`src/rtl/core/kwh_pkg.sv`:
```
// Shared types, constants and helper functions for the k-mer window hasher.
package kwh_pkg;

  localparam int unsigned MAX_K_DEF = 32;
  localparam logic [7:0]  CASE_FOLD = 8'h5F;

  localparam logic [63:0] XP1 = 64'h9E3779B185EBCA87;
  localparam logic [63:0] XP2 = 64'hC2B2AE3D27D4EB4F;
  localparam logic [63:0] XP3 = 64'h165667B19E3779F9;
  localparam logic [63:0] XP4 = 64'h85EBCA77C2B2AE63;
  localparam logic [63:0] XP5 = 64'h27D4EB2F165667C5;

  localparam logic [1:0] CFG_KMER_LENGTH = 2'd0;
  localparam logic [1:0] CFG_HASH_SEED   = 2'd1;
  localparam logic [1:0] CFG_CANONICAL   = 2'd2;
  localparam logic [1:0] CFG_HASH_MODE   = 2'd3;

  // Controller states
  typedef enum logic [3:0] {
    ST_IDLE,
    ST_LOAD,
    ST_INIT,
    ST_STRIPE,
    ST_MERGE,
    ST_LANE8,
    ST_LANE4,
    ST_LANE1,
    ST_FINAL,
    ST_PICK,
    ST_OUT
  } kwh_state_t;

  // Datapath operations, one per controller step
  typedef enum logic [3:0] {
    OP_NONE,
    OP_LOAD,
    OP_INIT,
    OP_STRIPE,
    OP_MERGE,
    OP_LANE8,
    OP_LANE4,
    OP_LANE1,
    OP_FINAL,
    OP_PICK
  } kwh_op_t;

  typedef struct packed {
    kwh_op_t    op;
    logic [2:0] phase;   // sub-step within an operation
    logic       dir;     // 0 forward, 1 reverse complement
  } kwh_cmd_t;

  typedef struct packed {
    logic       long_key;   // k is 32: stripe path
    logic       lane8_left; // at least 8 bytes left
    logic       lane4_left; // at least 4 bytes left
    logic       lane1_left; // at least 1 byte left
    logic       step_done;  // current step completes at this edge
  } kwh_sts_t;

  function automatic logic [7:0] code_letter(input logic [1:0] c);
    unique case (c)
      2'd0:    code_letter = 8'h41;
      2'd1:    code_letter = 8'h43;
      2'd2:    code_letter = 8'h47;
      default: code_letter = 8'h54;
    endcase
  endfunction

  function automatic logic [63:0] rotl(input logic [63:0] x, input int unsigned r);
    rotl = (x << r) | (x >> (64 - r));
  endfunction

endpackage

```
`src/rtl/core/kwh_ctrl.sv`:
```
// Controller: sequences load, XXH64 steps and result handover per item.
module kwh_ctrl (
  input  logic              clk,
  input  logic              rst_n,
  input  logic              in_valid,
  output logic              in_stall,
  output logic              out_valid,
  input  logic              out_stall,
  input  logic              has_result,
  input  logic              canonical,
  input  logic              hash_mode,
  input  kwh_pkg::kwh_sts_t sts,
  output kwh_pkg::kwh_cmd_t cmd,
  output logic              take
);
  import kwh_pkg::*;

  kwh_state_t state_r, state_nxt;
  logic [2:0] ph_r, ph_nxt;
  logic       dir_r, dir_nxt;
  logic [1:0] lane_r, lane_nxt;

  // Accept only while idle, or while handing over a result that leaves now
  assign in_stall = !(state_r == ST_IDLE || (state_r == ST_OUT && !out_stall));
  assign take     = in_valid && !in_stall;
  assign out_valid = (state_r == ST_OUT);

  always_ff @(posedge clk) begin
    if (!rst_n) begin
      state_r <= ST_IDLE;
      ph_r    <= '0;
      dir_r   <= 1'b0;
      lane_r  <= '0;
    end else begin
      state_r <= state_nxt;
      ph_r    <= ph_nxt;
      dir_r   <= dir_nxt;
      lane_r  <= lane_nxt;
    end
  end

  always_comb begin
    state_nxt = state_r;
    ph_nxt    = ph_r;
    dir_nxt   = dir_r;
    lane_nxt  = lane_r;
    cmd.op    = OP_NONE;
    cmd.phase = ph_r;
    cmd.dir   = dir_r;
    unique case (state_r)
      ST_IDLE, ST_OUT: begin
        if (state_r == ST_OUT && out_stall) begin
          state_nxt = ST_OUT;
        end else if (take && has_result) begin
          state_nxt = ST_LOAD;
          dir_nxt   = 1'b0;
        end else begin
          state_nxt = ST_IDLE;
        end
      end
      ST_LOAD: begin
        cmd.op = OP_LOAD;
        ph_nxt = '0;
        state_nxt = hash_mode ? ST_INIT : ST_PICK;
      end
      ST_INIT: begin
        cmd.op   = OP_INIT;
        ph_nxt   = '0;
        lane_nxt = '0;
        state_nxt = sts.long_key ? ST_STRIPE : ST_LANE8;
      end
      // Four lanes, two steps each
      ST_STRIPE: begin
        cmd.op    = OP_STRIPE;
        cmd.phase = {ph_r[0], lane_r};
        if (ph_r[0]) begin
          ph_nxt = '0;
          lane_nxt = lane_r + 2'd1;
          if (lane_r == 2'd3) state_nxt = ST_MERGE;
        end else ph_nxt = 3'd1;
      end
      // Four merges, three steps each; last adds the length
      ST_MERGE: begin
        cmd.op    = OP_MERGE;
        cmd.phase = {(lane_r == 2'd3), ph_r[1:0]};
        if (ph_r[1:0] == 2'd2) begin
          ph_nxt = '0;
          lane_nxt = lane_r + 2'd1;
          if (lane_r == 2'd3) state_nxt = ST_LANE8;
        end else ph_nxt = ph_r + 3'd1;
      end
      ST_LANE8: begin
        if (!sts.lane8_left && ph_r == '0) begin
          state_nxt = ST_LANE4;
        end else begin
          cmd.op = OP_LANE8;
          ph_nxt = (ph_r == 3'd2) ? 3'd0 : ph_r + 3'd1;
        end
      end
      ST_LANE4: begin
        if (!sts.lane4_left && ph_r == '0) begin
          state_nxt = ST_LANE1;
        end else begin
          cmd.op = OP_LANE4;
          ph_nxt = ph_r[0] ? 3'd0 : 3'd1;
          if (ph_r[0]) state_nxt = ST_LANE1;
        end
      end
      ST_LANE1: begin
        if (!sts.lane1_left && ph_r == '0) begin
          state_nxt = ST_FINAL;
        end else begin
          cmd.op = OP_LANE1;
          ph_nxt = ph_r[0] ? 3'd0 : 3'd1;
        end
      end
      ST_FINAL: begin
        cmd.op = OP_FINAL;
        if (ph_r == 3'd2) begin
          ph_nxt = '0;
          state_nxt = ST_PICK;
        end else ph_nxt = ph_r + 3'd1;
      end
      ST_PICK: begin
        cmd.op = OP_PICK;
        if (canonical && !dir_r) begin
          dir_nxt = 1'b1;
          state_nxt = ST_LOAD;
        end else state_nxt = ST_OUT;
      end
      default: state_nxt = ST_IDLE;
    endcase
    // Hold the step until the datapath finishes its product
    if (!sts.step_done) begin
      state_nxt = state_r;
      ph_nxt    = ph_r;
      dir_nxt   = dir_r;
      lane_nxt  = lane_r;
    end
  end

`ifndef SYNTH
  a_no_take_busy: assert property (@(posedge clk) disable iff (!rst_n)
    (state_r != ST_IDLE && state_r != ST_OUT) |-> in_stall) else $error("took item while busy");
  a_out_hold: assert property (@(posedge clk) disable iff (!rst_n)
    (out_valid && out_stall) |=> out_valid) else $error("result dropped under stall");
  a_start: assert property (@(posedge clk) disable iff (!rst_n)
    (take && has_result) |=> (state_r == ST_LOAD)) else $error("result item not started");
`endif

endmodule

```
`config.mk`:
```
export PLATFORM = sky130hd
export DESIGN_NAME = kwh_ctrl
export DESIGN_NICKNAME = d
export VERILOG_FILES = /design/src/rtl/core/kwh_pkg.sv /design/src/rtl/core/kwh_ctrl.sv
export SDC_FILE = /design/constraint.sdc
export NUM_CORES = 1
export LEC_CHECK = 0
export BUFFER_PORTS_ARGS = -buffer_cell sky130_fd_sc_hd__buf_2
export CORE_MARGIN = 2
export CORE_UTILIZATION = 40
export CTS_CLUSTER_DIAMETER = 60
export DETAILED_ROUTE_END_ITERATION = 16
export PLACE_DENSITY = 0.67
export SLEW_MARGIN = 5
export SYNTH_ARGS = -nofsm -noshare
export SYNTH_HDL_FRONTEND = slang
export SYNTH_SLANG_ARGS = --single-unit
export TNS_END_PERCENT = 10
```
`constraint.sdc`:
```
create_clock -name clk -period 2.6 [get_ports clk]
set_clock_uncertainty 0.1 [all_clocks]
set_input_delay 0.26 -clock clk [delete_from_list [all_inputs] [get_ports clk]]
set_output_delay 0.26 -clock clk [all_outputs]
set_load 0.02 [all_outputs]
```
* Word-level counts from Yosys, hierarchy flattened
Index checks and enable logic that the tools add are counted.
** Storage, ports and cells
- Memories kept :: 0
- Bits in registers :: 10
- Word-level logic and storage cells :: 93
- Bits of input ports :: 12
- Output and inout bits :: 11
- Bits in writable memories :: 0
- ROM bits :: 0
- Latch bits :: 0
** Operators by class
- Shifts and indexed selects :: 0
- Divide/modulo/power cells :: 0
- Reduce and logical (&&, ||, !) cells :: 26
- Add/sub/neg operators :: 2
- Magnitude comparators :: 0
- Eq/ne operators :: 27
- Bitwise logic cells :: 0
- Mux-type cells :: 34
- Multipliers :: 0
** Operators with widths (count)
- 4-bit 2-to-1 mux :: 12
- 4-bit case mux with 10 select lines :: 1
- 4-bit case mux with 9 select lines :: 1
- 3-bit 2-to-1 mux :: 9
- 2-bit inequality test, second input constant :: 13
- 3-bit case mux with 7 select lines :: 1
- 4-bit by 3-bit == test with 1-bit output, second input constant :: 4
- 4-bit == test, second input constant :: 3
- 5-bit AND reduction :: 2
- 9-bit AND reduction :: 1
- 4-bit by 2-bit == test with 1-bit output, second input constant :: 2
- 1-bit logical AND :: 8
- 7-bit nonzero test :: 1
- 1-bit logical NOT :: 6
- 2-bit case mux with 3 select lines :: 1
- 3-bit case mux with 2 select lines :: 1
- 1-bit 2-to-1 mux :: 5
- 2-bit == test, second input constant :: 2
- 4-bit by 1-bit == test with 1-bit output, second input constant :: 1
- 4-bit logical NOT :: 1
- 2-bit 2-to-1 mux :: 2
- 4-bit AND reduction :: 1
- 2-bit OR reduction :: 2
- 3-bit by 1-bit adder with 3-bit output, second input constant :: 1
- other kinds (8) :: 8

* Longest topological paths before layout
Gate-level depths: netlist (run 1).
- Depth after elaboration :: 8
- Depth in mapped cells :: 8
- Mapped depth without buffers :: 6

* Worst setup path after synthesis (run 1)
OpenSTA, ideal clock, no wires.
- Kind :: register to register
- Start point :: register state_r[1]
- End point :: register ph_r[1]
- Data arrival time :: 1783 ps
- Library setup time :: 72 ps
- Buffers on the path :: 2
- Path slack :: 645 ps
- Stages on the path, launching flop included :: 7
- Cell sequence :: dfxtp_1 buf_6 buf_2 and4_1 nor3_1 o21a_1 mux2i_1
** Between the ends
- Longest elaborated chain between the ends :: 4
- Elaborated cells on any way between the ends :: 15
- Classes of those cells :: 11 x eq/ne; 1 x mux; 3 x reduce/logical
** RTL lines
- start, declared :: RTL line kwh_ctrl.sv:18 : kwh_state_t state_r, state_nxt;
- start signal, assigned :: RTL line kwh_ctrl.sv:35 : state_r <= state_nxt;
- 4-bit by 2-bit == test with 1-bit output or 4-bit by 1-bit == test with 1-bit output (tied branches) :: RTL line kwh_ctrl.sv:50 : unique case (state_r)
- 2-bit OR reduction (no source line)
- 7-bit nonzero test (no source line)
- 5-bit AND reduction (no source line)
- end signal, assigned :: RTL line kwh_ctrl.sv:36 : ph_r <= ph_nxt;
- end, declared :: RTL line kwh_ctrl.sv:19 : logic [2:0] ph_r, ph_nxt;
Several ways; a longest one is shown, not always the timed one.
A chain may end at the register's enable or synchronous reset.

==> run summary, run 1 <==
outcome - completed
Post-route DRC - 0
drt via density - 5.710
routed length per instance - 13.77 um
Slew @ Worst Pin - 0.6167 ns
synth warn - 0
DRT iter0 DRCs - 50
distinct cell type count after synthesis - 51
slowest CP cell - dfxtp_1
DRT antenna net count - 0
H-tree levels - 1
hold_buf cts - 0
FMAX - 0.4401 GHz
period utilisation layout - 87.39%
GRT Total Usage - 18.34%
worst vdd ir - 0.2702 mV
WP data required - 2.24 ns
max_cap viols - 0
Rows - 18
P_leak - 0.5215 nW
Worst slew margin - 58.83%
synthesized cell area - 1095 um^2
Post-Route WL - 2.754 mm
PortBufs - 22
CP delay by family, top - flip-flops
crit-path cells - inv_1, and4_1, nor3_1, buf_2
worst hold path type - primary input to flip-flop
DRT Pass-1 Iters - 4
post-synthesis sequential area ratio - 18.29%
largest net degree at the start of global routing - 21
Final Hold Slack - 0.2028 ns
Syn Nets - 164
Slew Limit Fails - 0
Fillers - 264
most common cell after layout, fill and taps aside - buf_2
Antenna diodes - 0
Crit path arrival time - 1.91 ns
TNS Setup - 0 ns
#FFs+latches synth - 10
dominant synthesized flop cell - dfxtp_1
chip width - 56.32 um
Post-CTS Setup Inserts - 0
Worst Setup End Kind - output port
CTS buffer count - 3
die area - 3171 um^2
FF-to-FF setup slack - 0.53 ns
share of the synthesized area in the top cell type - 18.29%
Synth Area per Inst - 7.250 um^2
layout cells sized above 1 - 22.35%
post-CTS sizing - 0
Period minus WS final - 2.272 ns
async set-or-reset flop fraction in the synthesized netlist - 0%
vias in the first global route - 985
Final setup viols - 0
Post-synth EDFFs - 0
Area contributors post-synth - dfxtp_1 (18%), mux2i_1 (7.3%), nand2_1 (5.5%), a21oi_1 (5.0%), nor2b_1 (4.0%)
Worst-Skew Late Latency - 0.28 ns
Worst Setup Start Kind - flip-flop
Ports - 23
WS Path Type - flip-flop to output port
chip height - 56.32 um
first-pass GRT wire length - 4.650 mm
HPWL Detailed - 2.033 mm
pre-CTS WS - 0.5197 ns
pwr/cell area - 457.5 nW/um^2
clock root buffer - clkbuf_4
Synth area leader - dfxtp_1
routability cong. - 0.8616
Worst-path clk slew - 0.07 ns
CTS sink cnt - 10
most frequent cells in the layout - buf_2 (22), nand2_1 (16), nor2_1 (11), a21oi_1 (11), dfxtp_1 (10)
# nets final - 184
final setup margin - 0.3279 ns
Initial Utilization - 43.02%
area grow syn2layout - 14.40%
unrepaired setup endpoints after global routing - no
CTS tree - built
CP bufs+invs - 2
core area - 2545 um^2
initial antenna violation count - 0
Critical Path Max Stage Delay - 0.72 ns
via count - 1142
clk buf depth - 2
Synth Instances - 151
GRT Residual Overflow - 0
Fin. Hold Viols - 0
critical path peak fanout - 20
## registers in the layout, indices dropped and copies added, names as in the netlist
name,cells
state_r,4
ph_r,3
lane_r,2
dir_r,1
## path summary, 6_finish.rpt
path / cells after the start / endpoint / from
setup / recovery: 4 / cmd[6] / state_r[0]$_SDFFE_PN0P_
hold / removal: 2 / state_r[2]$_SDFFE_PN0P_ / rst_n
setup reg to reg: 5 / ph_r[0]$_SDFFE_PN0P_ / state_r[0]$_SDFFE_PN0P_
hold reg to reg: 2 / dir_r$_SDFFE_PN0P_ / dir_r$_SDFFE_PN0P_
## synthesized netlist by cell type, types with 2 or more instances
master,n
nand2_1,16
a21oi_1,11
nor2_1,11
dfxtp_1,10
mux2i_1,8
nor2b_1,7
o21ai_0,7
inv_1,6
nor3_1,6
clkbuf_1,5
nand2b_1,5
o21a_1,5
and3_1,3
buf_2,3
nand4_1,3
a211oi_1,2
and2_1,2
and3b_1,2
buf_4,2
mux2_2,2
nand3_1,2
nor3b_1,2
o211ai_1,2
o22ai_1,2
## metrics by stage
step	utilization (%)	instances	power (mW)	cell area (um^2)
finish	49.21	200	0.5730	1252
global route	49.21	200	0.6187	1252
CTS	49.21	200	0.5766	1252
detailed placement	47.79	196	0.4258	1216
global placement	47.79	196	0.4219	1216
floorplan	-	151	0.3637	1095
## worst register-to-register path, stage by stage, from the launching register on
cell and delay, ns:
dfxtp_1 0.72, inv_1 0.21, and4_1 0.20, nor3_1 0.28, o21a_1 0.26, mux2i_1 0.23
## power breakdown
part | internal, mW | total, mW | switching, mW
sequential | 0.161 | 0.196 | 0.0346
combinational | 0.100 | 0.229 | 0.128
clock | 0.0853 | 0.148 | 0.0631
total | 0.347 | 0.573 | 0.226
## final cells by class
| type | count | area, um^2 | area share [%] |
|---|---|---|---|
| multi-input cells | 122 | 804.5 | 64.24 |
| inverters | 7 | 26.28 | 2.098 |
| clock buffers | 4 | 36.28 | 2.897 |
| flip-flops and latches | 10 | 200.2 | 15.98 |
| repair buffers | 27 | 147.6 | 11.79 |
| well taps | 30 | 37.54 | 2.997 |
## cells by family (layout without fill, tap and decap cells)
| group | count (synthesis) | count (layout) | synth area share [%] |
|---|---|---|---|
| AO/OA/AOI/OAI | 43 | 43 | 27.20 |
| XOR/XNOR | 1 | 1 | 0.8001 |
| adder cells (fa/ha/maj) | 1 | 1 | 1.143 |
| buffers and inverters | 19 | 38 | 8.227 |
| flip-flops | 10 | 10 | 18.29 |
| multiplexers | 10 | 10 | 9.372 |
| AND/OR/NAND/NOR | 67 | 67 | 34.97 |
## layer usage
metal	up-vias	GRT usage, %	share of wire [%]
li1	591	-	-
met1	511	26.29	47
met2	35	27.23	45
met3	5	2.304	6.0
met4	0	8.163	1.9
met5	-	0	0
No activity file was read; power rests on OpenSTA's default activity.
==> run 2, diff against run 1 <==
CORE_ASPECT_RATIO = 1.1   (was unset)
==> run summary, run 2 (synthesized netlist as in run 1, its figures left out) <==
Post-route DRC - 0 (unchanged)
FF-to-FF setup slack - 0.50 ns (-0.03 ns)
chip height - 58.87 um (+4.5%)
hold_buf cts - 0 (unchanged)
GRT Residual Overflow - 0 (unchanged)
hold_sp - rst_n
clk buf depth - 2 (unchanged)
Fin. Hold Viols - 0 (unchanged)
most frequent cells in the layout - buf_2 (22), nand2_1 (16), nor2_1 (11), a21oi_1 (11), dfxtp_1 (10)
chip width - 53.88 um (-4.3%)
vias in the first global route - 1028 (+4.4%)
Slew @ Worst Pin - 0.7599 ns (+0.1433 ns)
biggest regs - state_r (4), ph_r (3), lane_r (2)
FMAX - 0.4252 GHz (-3.4%)
Largest register FFs - 4 (unchanged)
Worst Setup End Kind - output port
post-CTS sizing - 0 (unchanged)
DRT antenna net count - 0 (unchanged)
Worst-Skew Late Latency - 0.26 ns (-0.02 ns)
area grow syn2layout - 13.83%
largest net degree at the start of global routing - 26 (+24%)
core area - 2544 um^2 (about the same)
Initial Utilization - 43.04% (about the same)
pwr/cell area - 447.9 nW/um^2 (-2.1%)
clock root buffer - clkbuf_4
Finished Core Util - 48.99% (-0.22 points)
H-tree levels - 1 (unchanged)
Worst-path clk slew - 0.07 ns (about the same)
CTS buffer count - 3 (unchanged)
worst vdd ir - 0.3040 mV (+13%)
WS Path Type - flip-flop to output port
Worst slew margin - 49.27% (-9.6 points)
outcome - completed
Antenna diodes - 0 (unchanged)
Hold Path Stages - 2 (unchanged)
max_cap viols - 0 (unchanged)
Hold Path End - state_r[2]$_SDFFE_PN0P_
routed length per instance - 13.42 um (-2.6%)
Crit path arrival time - 1.99 ns (+0.08 ns)
period utilisation layout - 90.46% (+3.1 points)
Period minus WS final - 2.352 ns (+0.07979 ns)
TNS Setup - 0 ns (unchanged)
initial antenna violation count - 0 (unchanged)
most common cell after layout, fill and taps aside - buf_2
DRT iter0 DRCs - 33 (-34%)
Fillers - 257 (-2.7%)
critical path peak fanout - 25 (+25%)
drt via density - 5.830 (+2.1%)
# nets final - 183 (-0.54%)
r2r endpoint - ph_r[1]$_SDFFE_PN0P_
Worst R2R Start - state_r[0]$_SDFFE_PN0P_
routability cong. - 0.8621 (about the same)
unrepaired setup endpoints after global routing - no
GRT Total Usage - 19.23% (+0.90 points)
P_leak - 0.5162 nW (-1.0%)
PortBufs - 22 (unchanged)
HPWL Detailed - 1.999 mm (-1.7%)
WP data required - 2.24 ns (about the same)
via count - 1166 (+2.1%)
die area - 3172 um^2 (about the same)
Worst Setup Start Kind - flip-flop
CTS sink cnt - 10 (unchanged)
Final Hold Slack - 0.2141 ns (+0.01128 ns)
Final setup viols - 0 (unchanged)
DRT Pass-1 Iters - 4 (unchanged)
Rows - 19 (+1)
Top reg by flops - state_r
R2R depth - 5 (unchanged)
Slew Limit Fails - 0 (unchanged)
worst hold path type - primary input to flip-flop
first-pass GRT wire length - 4.554 mm (-2.1%)
Post-CTS Setup Inserts - 0 (unchanged)
CTS tree - built
Ports - 23 (unchanged)
Post-Route WL - 2.683 mm (-2.6%)
layout cells sized above 1 - 21.89% (-0.46 points)
## run 2: worst max-delay path by stage
stage	slack [ns]	to	startpoint
after floorplan	0.65	ph_r[1]$_SDFFE_PN0P_	state_r[1]$_SDFFE_PN0P_
after global placement	0.55	lane_r[1]$_SDFFE_PN0P_	state_r[0]$_SDFFE_PN0P_
after detailed placement	0.50	ph_r[1]$_SDFFE_PN0P_	state_r[0]$_SDFFE_PN0P_
after CTS	0.23	cmd[6]	state_r[0]$_SDFFE_PN0P_
after global routing	0.12	cmd[6]	state_r[0]$_SDFFE_PN0P_
final	0.25	cmd[6]	state_r[0]$_SDFFE_PN0P_
## run 2: area by class of cell
| cell class | instances | area (um^2) | area share, % |
|---|---|---|---|
| Clock buffer | 4 | 36.28 | 2.912 |
| Inverter | 7 | 26.28 | 2.108 |
| Multi-Input combinational cell | 122 | 804.5 | 64.56 |
| Sequential cell | 10 | 200.2 | 16.06 |
| Tap cell | 31 | 38.79 | 3.112 |
| Timing Repair Buffer | 26 | 140.1 | 11.24 |
## run 2: worst max-delay path: stages, from the launching register on
cell and delay (ns):
dfxtp_1 0.81, inv_1 0.20, and4_1 0.20, nor3_1 0.28
buf_2 0.23
## run 2: power by group
part	total, mW	internal [mW]	switching, mW	leakage, nW
Clock	0.140	0.0850	0.0545	0.0210
Sequential	0.200	0.161	0.0383	0.0810
Combinational	0.219	0.0974	0.122	0.414
## run 2: layer usage
layer / global-route usage (%) / part of all wire (%) / vias to the layer above
met1: 26.29 / 47 / 536
met2: 30.14 / 47 / 40
met4: 8.059 / 0.71 / 0
met5: 0 / 0 / -
met3: 2.284 / 5.1 / 2
li1: - / - / 588
## run 2: per-stage QoR
step / instance area, um^2 / total power [mW] / setup WS (ns) / std cells
floorplan: 1095 / 0.3637 / 0.6454 / 151
global placement: 1210 / 0.4184 / 0.5470 / 196
detailed placement: 1210 / 0.4206 / 0.4973 / 196
CTS: 1246 / 0.5649 / 0.2301 / 200
global route: 1246 / 0.6004 / 0.1213 / 200
finish: 1246 / 0.5582 / 0.2481 / 200
==> run 3, diff against run 2 <==
PLACE_DENSITY = unset   (was 0.67)
==> run summary, run 3 (synthesized netlist as in run 1, its figures left out) <==
Crit path arrival time - 1.86 ns (-0.13 ns)
CTS sink cnt - 10 (unchanged)
FF+latch area - 200.2 um^2 (unchanged)
Fillers - 253 (-1.6%)
die area - 3172 um^2 (unchanged)
Worst-Skew Late Latency - 0.27 ns (about the same)
Worst Setup End Kind - output port
CTS buffer count - 3 (unchanged)
worst vdd ir - 0.3858 mV (+27%)
Initial Utilization - 43.04% (unchanged)
clk buf depth - 2 (unchanged)
Finished Core Util - 49.29% (+0.30 points)
drt via density - 5.637 (-3.3%)
H-tree levels - 1 (unchanged)
largest net degree at the start of global routing - 17 (-35%)
GRT Total Usage - 19.18% (-0.052 points)
Worst Setup Start Kind - flip-flop
# nets final - 184 (+0.55%)
GRT Residual Overflow - 0 (unchanged)
Antenna diodes - 0 (unchanged)
Power Total - 569.5 uW (+2.0%)
P_leak - 0.5215 nW (+1.0%)
via count - 1133 (-2.8%)
DRT Pass-1 Iters - 4 (unchanged)
number of cells after detailed placement - 197 (+0.51%)
Slew @ Worst Pin - 0.5500 ns (-0.2100 ns)
Worst-path clk slew - 0.08 ns (about the same)
HPWL Detailed - 2.065 mm (+3.3%)
chip width - 53.88 um (unchanged)
critical path peak fanout - 15 (-40%)
PortBufs - 22 (unchanged)
Final setup viols - 0 (unchanged)
layout cells sized above 1 - 22.35% (+0.46 points)
Post-route DRC - 0 (unchanged)
TNS Setup - 0 ns (unchanged)
Worst slew margin - 63.29% (+14 points)
Period minus WS final - 2.221 ns (-0.1308 ns)
routed length per instance - 13.62 um (+1.5%)
CTS tree - built
Top reg by flops - state_r
Finished Layout Cells - 201 (+0.50%)
post-CTS sizing - 0 (unchanged)
Post-Route WL - 2.738 mm (+2.0%)
Fin. Hold Viols - 0 (unchanged)
pwr/cell area - 454.3 nW/um^2 (+1.4%)
vias in the first global route - 1012 (-1.6%)
Final Hold Slack - 0.2067 ns (-0.007335 ns)
Final Cell Area - 1254 um^2 (+0.60%)
first-pass GRT wire length - 4.636 mm (+1.8%)
DP Area - 1217 um^2 (+0.62%)
Post-CTS Setup Inserts - 0 (unchanged)
WP data required - 2.24 ns (about the same)
area of the multi-input gates - 804.5 um^2 (unchanged)
routability cong. - 0.7969 (-7.6%)
hold_buf cts - 0 (unchanged)
outcome - completed
Largest register FFs - 4 (unchanged)
core area - 2544 um^2 (unchanged)
Ports - 23 (unchanged)
most frequent cells in the layout - buf_2 (22), nand2_1 (16), nor2_1 (11), a21oi_1 (11), dfxtp_1 (10)
max_cap viols - 0 (unchanged)
worst hold path type - primary input to flip-flop
final setup margin - 0.3790 ns (+0.1308 ns)
pre-CTS WS - 0.5695 ns (+0.07219 ns)
DRT antenna net count - 0 (unchanged)
WS Path Type - flip-flop to output port
most common cell after layout, fill and taps aside - buf_2
area grow syn2layout - 14.51%
chip height - 58.87 um (unchanged)
period utilisation layout - 85.42% (-5.0 points)
clock root buffer - clkbuf_4
initial antenna violation count - 0 (unchanged)
DRT iter0 DRCs - 24 (-27%)
biggest regs - state_r (4), ph_r (3), lane_r (2)
FMAX - 0.4502 GHz (+5.9%)
Slew Limit Fails - 0 (unchanged)
Rows - 19 (unchanged)
unrepaired setup endpoints after global routing - no
==> run 3: routing by layer <==
metal  wire (um)  up-vias  global-route usage (%)
met5           0        -                       0
met4          21        0                   3.663
met3         129        4                   2.792
met2        1220       31                   31.01
met1        1367      508                   26.92
li1            -      590                       -
==> run 3: final cells by class <==
class | count | share of cell area, %
multi-input cells | 122 | 64.17
flip-flops and latches | 10 | 15.97
repair buffers | 27 | 11.78
well taps | 31 | 3.094
clock buffers | 4 | 2.894
inverters | 7 | 2.096
==> run 3: final timing paths <==
kind | startpoint | to | slack, ns | cells past startpoint
setup / recovery | state_r[1]$_SDFFE_PN0P_ | take | 0.38 | 5
hold reg to reg | dir_r$_SDFFE_PN0P_ | dir_r$_SDFFE_PN0P_ | 0.37 | 2
hold / removal | in_valid | dir_r$_SDFFE_PN0P_ | 0.21 | 4
setup reg to reg | state_r[1]$_SDFFE_PN0P_ | state_r[3]$_SDFFE_PN0P_ | 0.54 | 5
==> run 3: critical path, stage by stage (launching register included) <==
cell and delay, ns:
dfxtp_1 0.67, buf_4 0.28, and3b_1 0.18, o21a_1 0.17, and2_1 0.13, buf_2 0.15
==> run 3: report_power, final <==
group | switching, mW | internal, mW | leakage [nW]
sequential | 0.0290 | 0.161 | 0.0810
clock | 0.0631 | 0.0850 | 0.0210
combinational | 0.131 | 0.100 | 0.419
total | 0.223 | 0.346 | 0.521
